File: src/rtl/gtpc_pkg.sv
package gtpc_pkg;

  // Accumulator width; the datapath widths below follow from it
  localparam int ANGLE_BITS = 40;
  localparam int ERR_W      = ANGLE_BITS + 1;
  localparam int RATE_W     = 16;
  localparam int TICK_W     = 10;
  localparam int RT_W       = RATE_W + TICK_W + 1;
  localparam int GAIN_W     = 12;
  localparam int BAND_W     = 15;
  localparam int POWER_W    = 7;
  localparam int TARGET_W   = 11;
  localparam int SETTLE_W   = 16;
  localparam int CFG_IDX_W  = 3;
  localparam int CFG_DATA_W = 16;

  // Fixed-point alignment: angle units are 2^-18 degree
  localparam int TGT_SHIFT  = 18;
  localparam int BAND_SHIFT = 10;
  localparam int GAIN_SHIFT = 26;

  // Gain multiply is split into a low and a high partial product
  localparam int HALF_W = (ANGLE_BITS + 1) / 2;
  localparam int HI_W   = ANGLE_BITS - HALF_W;
  localparam int PROD_W = ANGLE_BITS + GAIN_W;
  localparam int Q_W    = PROD_W - GAIN_SHIFT;

  // Request codes
  localparam logic REQ_START  = 1'b0;
  localparam logic REQ_SAMPLE = 1'b1;

  // Register indexes
  localparam logic [CFG_IDX_W-1:0] REG_TARGET  = 3'd0;
  localparam logic [CFG_IDX_W-1:0] REG_GAIN    = 3'd1;
  localparam logic [CFG_IDX_W-1:0] REG_BAND    = 3'd2;
  localparam logic [CFG_IDX_W-1:0] REG_FLOOR   = 3'd3;
  localparam logic [CFG_IDX_W-1:0] REG_CEILING = 3'd4;
  localparam logic [CFG_IDX_W-1:0] REG_SETTLE  = 3'd5;

  // Register reset values
  localparam logic [TARGET_W-1:0] TARGET_RST  = 11'd0;
  localparam logic [GAIN_W-1:0]   GAIN_RST    = 12'd333;
  localparam logic [BAND_W-1:0]   BAND_RST    = 15'd1280;
  localparam logic [POWER_W-1:0]  FLOOR_RST   = 7'd60;
  localparam logic [POWER_W-1:0]  CEILING_RST = 7'd65;
  localparam logic [SETTLE_W-1:0] SETTLE_RST  = 16'd512;

  // Datapath operations selected by the control word
  typedef enum logic [3:0] {
    OP_NOP,
    OP_MUL_RATE,
    OP_ACCUM,
    OP_ERROR,
    OP_ABS,
    OP_BAND,
    OP_DECIDE,
    OP_MUL_LO,
    OP_MUL_HI,
    OP_SUM,
    OP_CLAMP,
    OP_EMIT,
    OP_CLEAR
  } op_t;

  // Jump conditions
  typedef enum logic [2:0] {
    BR_NEVER,
    BR_ALWAYS,
    BR_NO_ITEM,
    BR_IS_START,
    BR_NO_POWER,
    BR_OUT_BUSY
  } cond_t;

  typedef logic [3:0] step_t;

  // Program addresses
  localparam step_t S_WAIT   = 4'd0;
  localparam step_t S_DECODE = 4'd1;
  localparam step_t S_ACCUM  = 4'd2;
  localparam step_t S_ERROR  = 4'd3;
  localparam step_t S_ABS    = 4'd4;
  localparam step_t S_BAND   = 4'd5;
  localparam step_t S_DECIDE = 4'd6;
  localparam step_t S_MUL_LO = 4'd7;
  localparam step_t S_MUL_HI = 4'd8;
  localparam step_t S_SUM    = 4'd9;
  localparam step_t S_CLAMP  = 4'd10;
  localparam step_t S_EMIT   = 4'd11;
  localparam step_t S_RETURN = 4'd12;
  localparam step_t S_START  = 4'd13;

  typedef struct packed {
    op_t   op;
    cond_t cond;
    step_t target;
  } ctrl_t;

  // Control store: a taken jump goes to target, otherwise to the next step
  function automatic ctrl_t ucode(step_t s);
    ctrl_t cw;
    unique case (s)
      S_WAIT:   cw = '{OP_NOP,      BR_NO_ITEM,  S_WAIT};
      S_DECODE: cw = '{OP_MUL_RATE, BR_IS_START, S_START};
      S_ACCUM:  cw = '{OP_ACCUM,    BR_NEVER,    S_WAIT};
      S_ERROR:  cw = '{OP_ERROR,    BR_NEVER,    S_WAIT};
      S_ABS:    cw = '{OP_ABS,      BR_NEVER,    S_WAIT};
      S_BAND:   cw = '{OP_BAND,     BR_NEVER,    S_WAIT};
      S_DECIDE: cw = '{OP_DECIDE,   BR_NO_POWER, S_EMIT};
      S_MUL_LO: cw = '{OP_MUL_LO,   BR_NEVER,    S_WAIT};
      S_MUL_HI: cw = '{OP_MUL_HI,   BR_NEVER,    S_WAIT};
      S_SUM:    cw = '{OP_SUM,      BR_NEVER,    S_WAIT};
      S_CLAMP:  cw = '{OP_CLAMP,    BR_NEVER,    S_WAIT};
      S_EMIT:   cw = '{OP_EMIT,     BR_OUT_BUSY, S_EMIT};
      S_RETURN: cw = '{OP_NOP,      BR_ALWAYS,   S_WAIT};
      S_START:  cw = '{OP_CLEAR,    BR_ALWAYS,   S_EMIT};
      default:  cw = '{OP_NOP,      BR_ALWAYS,   S_WAIT};
    endcase
    return cw;
  endfunction

endpackage

File: src/rtl/gyro_turn_p_controller.sv
// Gyro turn controller: proportional drive with a deadband and a settle timer.
// Input words (in_valid / in_stall) carry req_type, turn_rate and elapsed_ticks.
// A start word clears the angle, the timer and the done latch; a sample word
// integrates the rate, forms the error to the setpoint and yields one drive
// word. Every input word yields exactly one output word (out_valid / out_stall)
// with drive_power, turn_done and within_band.
// A microcoded sequencer walks one word at a time through a shared datapath;
// in_stall is low only while the program waits at its first step.
// A start word runs the decode, clear and emit steps; an in-band sample runs
// decode, accumulate, error, abs, band, decide and emit; a sample that needs
// the gain multiply adds two partial products, sum and clamp before emit. A
// new word is taken only after its predecessor's result is loaded. The output
// register holds its word while out_stall is high; the program then waits at
// its emit step, and input stays stalled.
// Configuration writes (cfg_we, cfg_index, cfg_data) are taken at any edge
// and must only be made while the block is idle.
// Synchronous reset restores register defaults and clears all turn state.
module gyro_turn_p_controller (
  input  logic                                 clk,
  input  logic                                 rst,
  input  logic                                 cfg_we,
  input  logic [gtpc_pkg::CFG_IDX_W-1:0]       cfg_index,
  input  logic [gtpc_pkg::CFG_DATA_W-1:0]      cfg_data,
  input  logic                                 in_valid,
  output logic                                 in_stall,
  input  logic                                 req_type,
  input  logic signed [gtpc_pkg::RATE_W-1:0]   turn_rate,
  input  logic [gtpc_pkg::TICK_W-1:0]          elapsed_ticks,
  output logic                                 out_valid,
  input  logic                                 out_stall,
  output logic signed [gtpc_pkg::POWER_W:0]    drive_power,
  output logic                                 turn_done,
  output logic                                 within_band
);
  import gtpc_pkg::*;

  localparam int AW = ANGLE_BITS;

  // Configuration registers
  logic [TARGET_W-1:0] target_degrees;
  logic [GAIN_W-1:0]   loop_gain;
  logic [BAND_W-1:0]   band_limit;
  logic [POWER_W-1:0]  power_floor;
  logic [POWER_W-1:0]  power_ceiling;
  logic [SETTLE_W-1:0] settle_ticks;

  // Sequencer
  step_t step, step_next;
  ctrl_t cw;
  logic  taken;
  logic  accept;
  logic  out_free;

  // Captured input word
  logic                     req_r;
  logic signed [RATE_W-1:0] rate_r;
  logic [TICK_W-1:0]        ticks_r;

  // Turn state
  logic signed [AW-1:0] angle_sum;
  logic [SETTLE_W-1:0]  settle_count;
  logic                 settle_armed;
  logic                 done_flag;

  // Working registers
  logic signed [RT_W-1:0]  rt_prod;
  logic signed [ERR_W-1:0] err;
  logic                    err_neg;
  logic [AW-1:0]           mag;
  logic                    inb_r;
  logic                    outb_r;
  logic [PROD_W-1:0]       acc;
  logic [HI_W+GAIN_W-1:0]  ph;
  logic signed [POWER_W:0] pwr;

  // Combinational datapath terms
  logic [AW:0]             acc_sum;
  logic [AW-1:0]           angle_next;
  logic signed [ERR_W-1:0] tgt_scaled;
  logic [ERR_W-1:0]        err_abs;
  logic [AW-1:0]           band_w;
  logic [SETTLE_W-1:0]     ticks_w;
  logic [HALF_W+GAIN_W-1:0] mul_lo;
  logic [HI_W+GAIN_W-1:0]  mul_hi;
  logic [Q_W-1:0]          q;
  logic [POWER_W-1:0]      mag_lim;
  logic                    inb_now;

  // Handshake
  assign in_stall = (step != S_WAIT);
  assign accept   = in_valid && !in_stall;
  assign out_free = !out_valid || !out_stall;

  // Fetch the control word and resolve the jump
  always_comb begin
    cw = ucode(step);
    case (cw.cond)
      BR_NEVER:    taken = 1'b0;
      BR_ALWAYS:   taken = 1'b1;
      BR_NO_ITEM:  taken = !in_valid;
      BR_IS_START: taken = (req_r == REQ_START);
      BR_NO_POWER: taken = inb_r;
      BR_OUT_BUSY: taken = !out_free;
      default:     taken = 1'b1;
    endcase
    step_next = taken ? cw.target : step + 4'd1;
  end

  // Saturating angle update
  always_comb begin
    acc_sum = {angle_sum[AW-1], angle_sum} + {{(AW+1-RT_W){rt_prod[RT_W-1]}}, rt_prod};
    if (acc_sum[AW] != acc_sum[AW-1]) begin
      angle_next = acc_sum[AW] ? {1'b1, {(AW-1){1'b0}}} : {1'b0, {(AW-1){1'b1}}};
    end else begin
      angle_next = acc_sum[AW-1:0];
    end
  end

  // Error, band and gain terms
  assign tgt_scaled = {{(ERR_W-TARGET_W-TGT_SHIFT){target_degrees[TARGET_W-1]}},
                       target_degrees, {TGT_SHIFT{1'b0}}};
  assign err_abs    = err[ERR_W-1] ? -err : err;
  assign band_w     = {{(AW-BAND_W-BAND_SHIFT){1'b0}}, band_limit, {BAND_SHIFT{1'b0}}};
  assign inb_now    = mag < band_w;
  assign ticks_w    = {{(SETTLE_W-TICK_W){1'b0}}, ticks_r};
  assign mul_lo     = (HALF_W+GAIN_W)'(mag[HALF_W-1:0]) * (HALF_W+GAIN_W)'(loop_gain);
  assign mul_hi     = (HI_W+GAIN_W)'(mag[AW-1:HALF_W]) * (HI_W+GAIN_W)'(loop_gain);
  assign q          = acc[PROD_W-1:GAIN_SHIFT];

  // Clamp to the ceiling, then lift small nonzero values to the floor
  always_comb begin
    if (q > {{(Q_W-POWER_W){1'b0}}, power_ceiling}) begin
      mag_lim = power_ceiling;
    end else if (q != '0 && q < {{(Q_W-POWER_W){1'b0}}, power_floor}) begin
      mag_lim = power_floor;
    end else begin
      mag_lim = q[POWER_W-1:0];
    end
  end

  // Configuration writes
  always_ff @(posedge clk) begin
    if (rst) begin
      target_degrees <= TARGET_RST;
      loop_gain      <= GAIN_RST;
      band_limit     <= BAND_RST;
      power_floor    <= FLOOR_RST;
      power_ceiling  <= CEILING_RST;
      settle_ticks   <= SETTLE_RST;
    end else if (cfg_we) begin
      unique case (cfg_index)
        REG_TARGET:  target_degrees <= cfg_data[TARGET_W-1:0];
        REG_GAIN:    loop_gain      <= cfg_data[GAIN_W-1:0];
        REG_BAND:    band_limit     <= cfg_data[BAND_W-1:0];
        REG_FLOOR:   power_floor    <= cfg_data[POWER_W-1:0];
        REG_CEILING: power_ceiling  <= cfg_data[POWER_W-1:0];
        REG_SETTLE:  settle_ticks   <= cfg_data[SETTLE_W-1:0];
        default: ;
      endcase
    end
  end

  // Capture the input word
  always_ff @(posedge clk) begin
    if (accept) begin
      req_r   <= req_type;
      rate_r  <= turn_rate;
      ticks_r <= elapsed_ticks;
    end
  end

  // Step counter, turn state and output register
  always_ff @(posedge clk) begin
    if (rst) begin
      step         <= S_WAIT;
      angle_sum    <= '0;
      settle_count <= '0;
      settle_armed <= 1'b0;
      done_flag    <= 1'b0;
      inb_r        <= 1'b0;
      out_valid    <= 1'b0;
    end else begin
      step <= step_next;

      // Drop the output word once it is taken, unless the emit step reloads it
      if (out_valid && !out_stall && cw.op != OP_EMIT) begin
        out_valid <= 1'b0;
      end

      unique case (cw.op)
        OP_NOP: ;
        OP_MUL_RATE: begin
          rt_prod <= RT_W'(rate_r) * RT_W'($signed({1'b0, ticks_r}));
        end
        OP_ACCUM: begin
          angle_sum <= angle_next;
        end
        OP_ERROR: begin
          err <= tgt_scaled - {angle_sum[AW-1], angle_sum};
          // Count the timer down, saturating at zero
          if (settle_armed) begin
            settle_count <= (settle_count > ticks_w) ? settle_count - ticks_w : '0;
          end
        end
        OP_ABS: begin
          err_neg <= err[ERR_W-1];
          mag     <= err_abs[AW-1:0];
        end
        OP_BAND: begin
          inb_r  <= inb_now;
          outb_r <= mag > band_w;
          // Arm the timer when the error first enters the band
          if (inb_now && !settle_armed) begin
            settle_count <= settle_ticks;
            settle_armed <= 1'b1;
          end
        end
        OP_DECIDE: begin
          pwr <= '0;
          if (settle_armed && settle_count == '0) begin
            if (outb_r) begin
              settle_armed <= 1'b0;
            end else if (inb_r) begin
              done_flag <= 1'b1;
            end
          end
        end
        OP_MUL_LO: begin
          acc <= {{(PROD_W-HALF_W-GAIN_W){1'b0}}, mul_lo};
        end
        OP_MUL_HI: begin
          ph <= mul_hi;
        end
        OP_SUM: begin
          acc <= acc + {ph, {HALF_W{1'b0}}};
        end
        OP_CLAMP: begin
          pwr <= err_neg ? -$signed({1'b0, mag_lim}) : $signed({1'b0, mag_lim});
        end
        OP_EMIT: begin
          if (out_free) begin
            out_valid   <= 1'b1;
            drive_power <= pwr;
            turn_done   <= done_flag;
            within_band <= inb_r;
          end
        end
        OP_CLEAR: begin
          angle_sum    <= '0;
          settle_count <= '0;
          settle_armed <= 1'b0;
          done_flag    <= 1'b0;
          inb_r        <= 1'b0;
          pwr          <= '0;
        end
        default: ;
      endcase
    end
  end

  // A disarmed timer always reads zero
  a_idle_timer_zero: assert property (@(posedge clk) disable iff (rst)
    !settle_armed |-> settle_count == '0)
    else $error("settle timer nonzero while disarmed");

  // The angle moves only on its accumulate or clear step
  a_angle_steps: assert property (@(posedge clk) disable iff (rst)
    !(step == S_ACCUM || step == S_START) |=> $stable(angle_sum))
    else $error("angle changed outside accumulate or clear");

  // A nonzero drive word never reports an in-band error
  a_power_band: assert property (@(posedge clk) disable iff (rst)
    out_valid && drive_power != '0 |-> !within_band)
    else $error("nonzero drive reported in band");

  // A new output word is loaded only from the emit step
  a_emit_source: assert property (@(posedge clk) disable iff (rst)
    $rose(out_valid) |-> $past(step == S_EMIT))
    else $error("output loaded outside emit step");

  // Input is taken only at the first step of the program
  a_take_at_wait: assert property (@(posedge clk) disable iff (rst)
    accept |=> step == S_DECODE)
    else $error("sequencer did not start decode after accept");

endmodule

File: config.mk
export PLATFORM = sky130hd
export DESIGN_NAME = gyro_turn_p_controller
export DESIGN_NICKNAME = d
export VERILOG_FILES = /design/src/rtl/gtpc_pkg.sv /design/src/rtl/gyro_turn_p_controller.sv
export SDC_FILE = /design/constraint.sdc
export NUM_CORES = 2
export LEC_CHECK = 0
export ABC_CLOCK_PERIOD_IN_PS = 7000
export BUFFER_PORTS_ARGS = -buffer_cell sky130_fd_sc_hd__buf_2
export CAP_MARGIN = 10
export CELL_PAD_IN_SITES_DETAIL_PLACEMENT = 1
export CELL_PAD_IN_SITES_GLOBAL_PLACEMENT = 1
export CORE_AREA = 3 3 365 259
export CTS_CLUSTER_DIAMETER = 150
export DETAILED_ROUTE_END_ITERATION = 6
export DIE_AREA = 0 0 368 262
export HOLD_SLACK_MARGIN = 0.05
export PLACE_DENSITY_LB_ADDON = 0.1
export SETUP_SLACK_MARGIN = 0.05
export SKIP_CTS_REPAIR_TIMING = 1
export SLEW_MARGIN = 20
export SYNTH_ARGS = -nofsm -noshare
export SYNTH_HDL_FRONTEND = slang
export SYNTH_SLANG_ARGS = --single-unit
File: constraint.sdc
create_clock -name clk -period 7 [get_ports clk]
set_input_delay 1.05 -clock clk [delete_from_list [all_inputs] [get_ports clk]]
set_output_delay 1.05 -clock clk [all_outputs]
set_load 0.01 [all_outputs]
==> results.cfg <==
[sta]
tns_ns = 0
max_clock_freq_mhz = 149.3
holdWs_ns = 0.4222
rsz0062_at_grt = false
finalCriticalPeriod_ns = 6.698
slew_viol_final = 0
period_share = 0.9569
finClkSkew_ns = 0.03848
layout_setup_ws_ns = 0.3016
setup_viol = 0
worst_slew_pin_slew_ns = 1.050
hold_viol = 0
relSlewSlack = 0.2980

[yosys]
synthArstFlopShare = 0
netlist_area_mm2 = 0.03999
synth_compound_area_frac = 0.1083
synth_nets = 5314
synth_xor_area_frac = 0.04490
yosys-top-cells-area = fa_1 25%, edfxtp_1 16%, ha_1 10%
synthSimpleGateAreaFrac = 0.1642
synth_top_family_by_area = adder cells
synth_mux_area_frac = 0.003066
ys_ff_latch = 361
ys_warn_count = 0
synth_top_cell_by_area = fa_1
yosysSeqAreaShare = 0.2355
netlist_instances = 4423
synth.distinct_cells = 77
synthAdderAreaFrac = 0.3580
ys.flop_type = edfxtp_1
synth_edf_count = 219
synth_top_area_share = 0.2538
avgSynthCellArea_um2 = 9.041

[routing]
via_per_inst = 5.356
ant_nets = 0
drt_pass1_iterations = 5
first_iter_violations = 2003
routedWlPerCell_um = 20.65
route.vias.total = 30530
drt_wl_total_um = 117700
drc = 0

[die]
die-area_mm2 = 0.09642
die_h_um = 262
start_util = 0.4372
core-area_mm2 = 0.09146
num_rows = 93
fp.dieW_um = 368
io-pin-count = 63

[worst_setup_path]
cp-end-kind = flop
required_ns = 7.35
r2r_end = ph[28]$_DFFE_PP_
crit_arrival_ns = 7.05
critPathKind = flop to flop
slowest_delay_ns = 0.57
worst-path-buf-inv = 6
cpMostUsedCell = fa_1
critPathMaxFanout = 15
crit_start = loop_gain[7]$_SDFFE_PP0P_
r2r_start = loop_gain[7]$_SDFFE_PP0P_
r2r_slack_ns = 0.30
rr_worst_depth = 20
startpoint_type = flop
slowest_stage = o211ai_1
cpLargestDelayFamily = adder cells
crit_path_cell_trace = buf_4, buf_4, and2_1, fa_1, inv_1, fa_1, inv_1, fa_1, fa_1, inv_1, fa_1, inv_1, ha_1, o21a_1, o21ai_0, a31oi_1, o211ai_1, a211oi_1, o41ai_1, a21boi_0

[global_route]
grt_pass1_wl_um = 189700
top_usage_layer = met1
grt.total_usage = 0.2510
grt_max_degree = 64
grt.met3_usage = 0.05224
grt_pass1_vias = 32460
grt_overflow_total = 0
grt_util_met2 = 0.3682
grt_antenna_before_repair = 1
grt_use_met1 = 0.3833

[hold_path]
min-delay-start = pwr[3]$_SDFFCE_PN0P_
min_to = drive_power[3]$_DFFE_PP_
holdPathStages = 0
hp-class = flop to flop

[place]
place_ws_ns = 0.2075
finalWeightedCongestion = 0.8726
port_buffers = 62
dp_hpwl_um = 94970

[status]
status = finished, final reports clean

[run]
drv_cap = 0

[final_layout]
nNetsFinal = 5321
antennaDiodeCount = 0
layout-area-overhead-vs-synth_pct = 8.533
drive_gt1_frac = 0.05733

[cts]
clk_latency_ns = 0.63
htree_num_levels = 2
clkSlewWorstSetupHoldPaths_ns = 0.06
cts_sinks = 361
cts_root_buf = clkbuf_16
cts_tree = done
clockBufferDepth = 3
cts-buffers-inserted = 45
==> worst max path at each step <==
stage,end,slack (ns),cells past startpoint
after floorplan,acc[31]$_DFFE_PP_,0.78,22
after global placement,acc[30]$_DFFE_PP_,0.36,21
after CTS,acc[30]$_DFFE_PP_,0.19,21
after global routing,ph[31]$_DFFE_PP_,0.05,21
final,ph[28]$_DFFE_PP_,0.30,20
after detailed placement,acc[30]$_DFFE_PP_,0.21,21
==> sequential cells by signal, indices dropped and copies added (netlist names), 11 cells and up <==
register        cells
angle_sum          40
target_degrees     11
acc                32
ph                 32
rate_r             16
mag                40
rt_prod            27
err                41
settle_count       16
band_limit         15
loop_gain          12
settle_ticks       16
==> cells by family after synthesis <==
group           after synthesis
mux                          12
fa+ha+maj                   840
xor+xnor                    205
simple gates               1411
compound gates              678
buf+inv                     916
flops                       361
==> cell usage after synthesis, types with 57 or more instances <==
| cell | count |
|---|---|
| o21ai_0 | 153 |
| ha_1 | 333 |
| and2_1 | 230 |
| dfxtp_1 | 142 |
| edfxtp_1 | 219 |
| a21o_1 | 73 |
| clkbuf_1 | 176 |
| fa_1 | 507 |
| nor2_1 | 176 |
| a21oi_1 | 210 |
| xor2_1 | 57 |
| nand2_1 | 722 |
| inv_1 | 734 |
| xnor2_1 | 148 |
==> stage by stage <==
| step | instance area (µm²) | cells | util |
|---|---|---|---|
| global placement | 41880 | 5618 | 0.4579 |
| detailed placement | 41880 | 5618 | 0.4579 |
| floorplan | 39990 | 4423 | - |
| CTS | 43380 | 5700 | 0.4743 |
| finish | 43400 | 5700 | 0.4745 |
| global route | 43400 | 5700 | 0.4745 |
==> per-layer routing <==
| layer | vias to the layer above | share of wire |
|---|---|---|
| li1 | 14290 | - |
| met1 | 15500 | 0.51 |
| met2 | 631 | 0.41 |
| met3 | 110 | 0.066 |
| met4 | 0 | 0.017 |
| met5 | - | 0 |
==> worst reg2reg max path, delay by kind of cell (launching register included) <==
kind / cells / cell delay, ns
AOI/OAI and AO/OA: 7 / 2.28
adders and majority gates: 6 / 2.94
buffers and inverters: 6 / 0.61
DFF: 1 / 0.45
and+or+nand+nor: 1 / 0.16
==> cell type report <==
cell class | count | area [µm²]
clock buffers | 59 | 1239
inverters | 734 | 2755
flip-flops and latches | 361 | 9424
repair buffers | 142 | 988.4
fillers | 10640 | 48060
clock inverters | 23 | 259.0
well taps | 1235 | 1545
multi-input cells | 3146 | 27190
==> layout by cell type, fill, tap and decap left out, types with 45 or more instances in the layout <==
cell / synthesis / final
inv_1: 734 / 734
nand2_1: 722 / 722
fa_1: 507 / 507
ha_1: 333 / 333
and2_1: 230 / 230
edfxtp_1: 219 / 219
a21oi_1: 210 / 210
nor2_1: 176 / 176
o21ai_0: 153 / 153
xnor2_1: 148 / 147
dfxtp_1: 142 / 138
buf_4: 0 / 75
a21o_1: 73 / 73
buf_2: 0 / 61
xor2_1: 57 / 57
nor3_1: 54 / 54
nand3_1: 47 / 47
clkbuf_16: 0 / 45
Power is left out: the tool's default activity adds up to more than one toggle a clock period on the data nets, which glitch-free logic cannot reach.
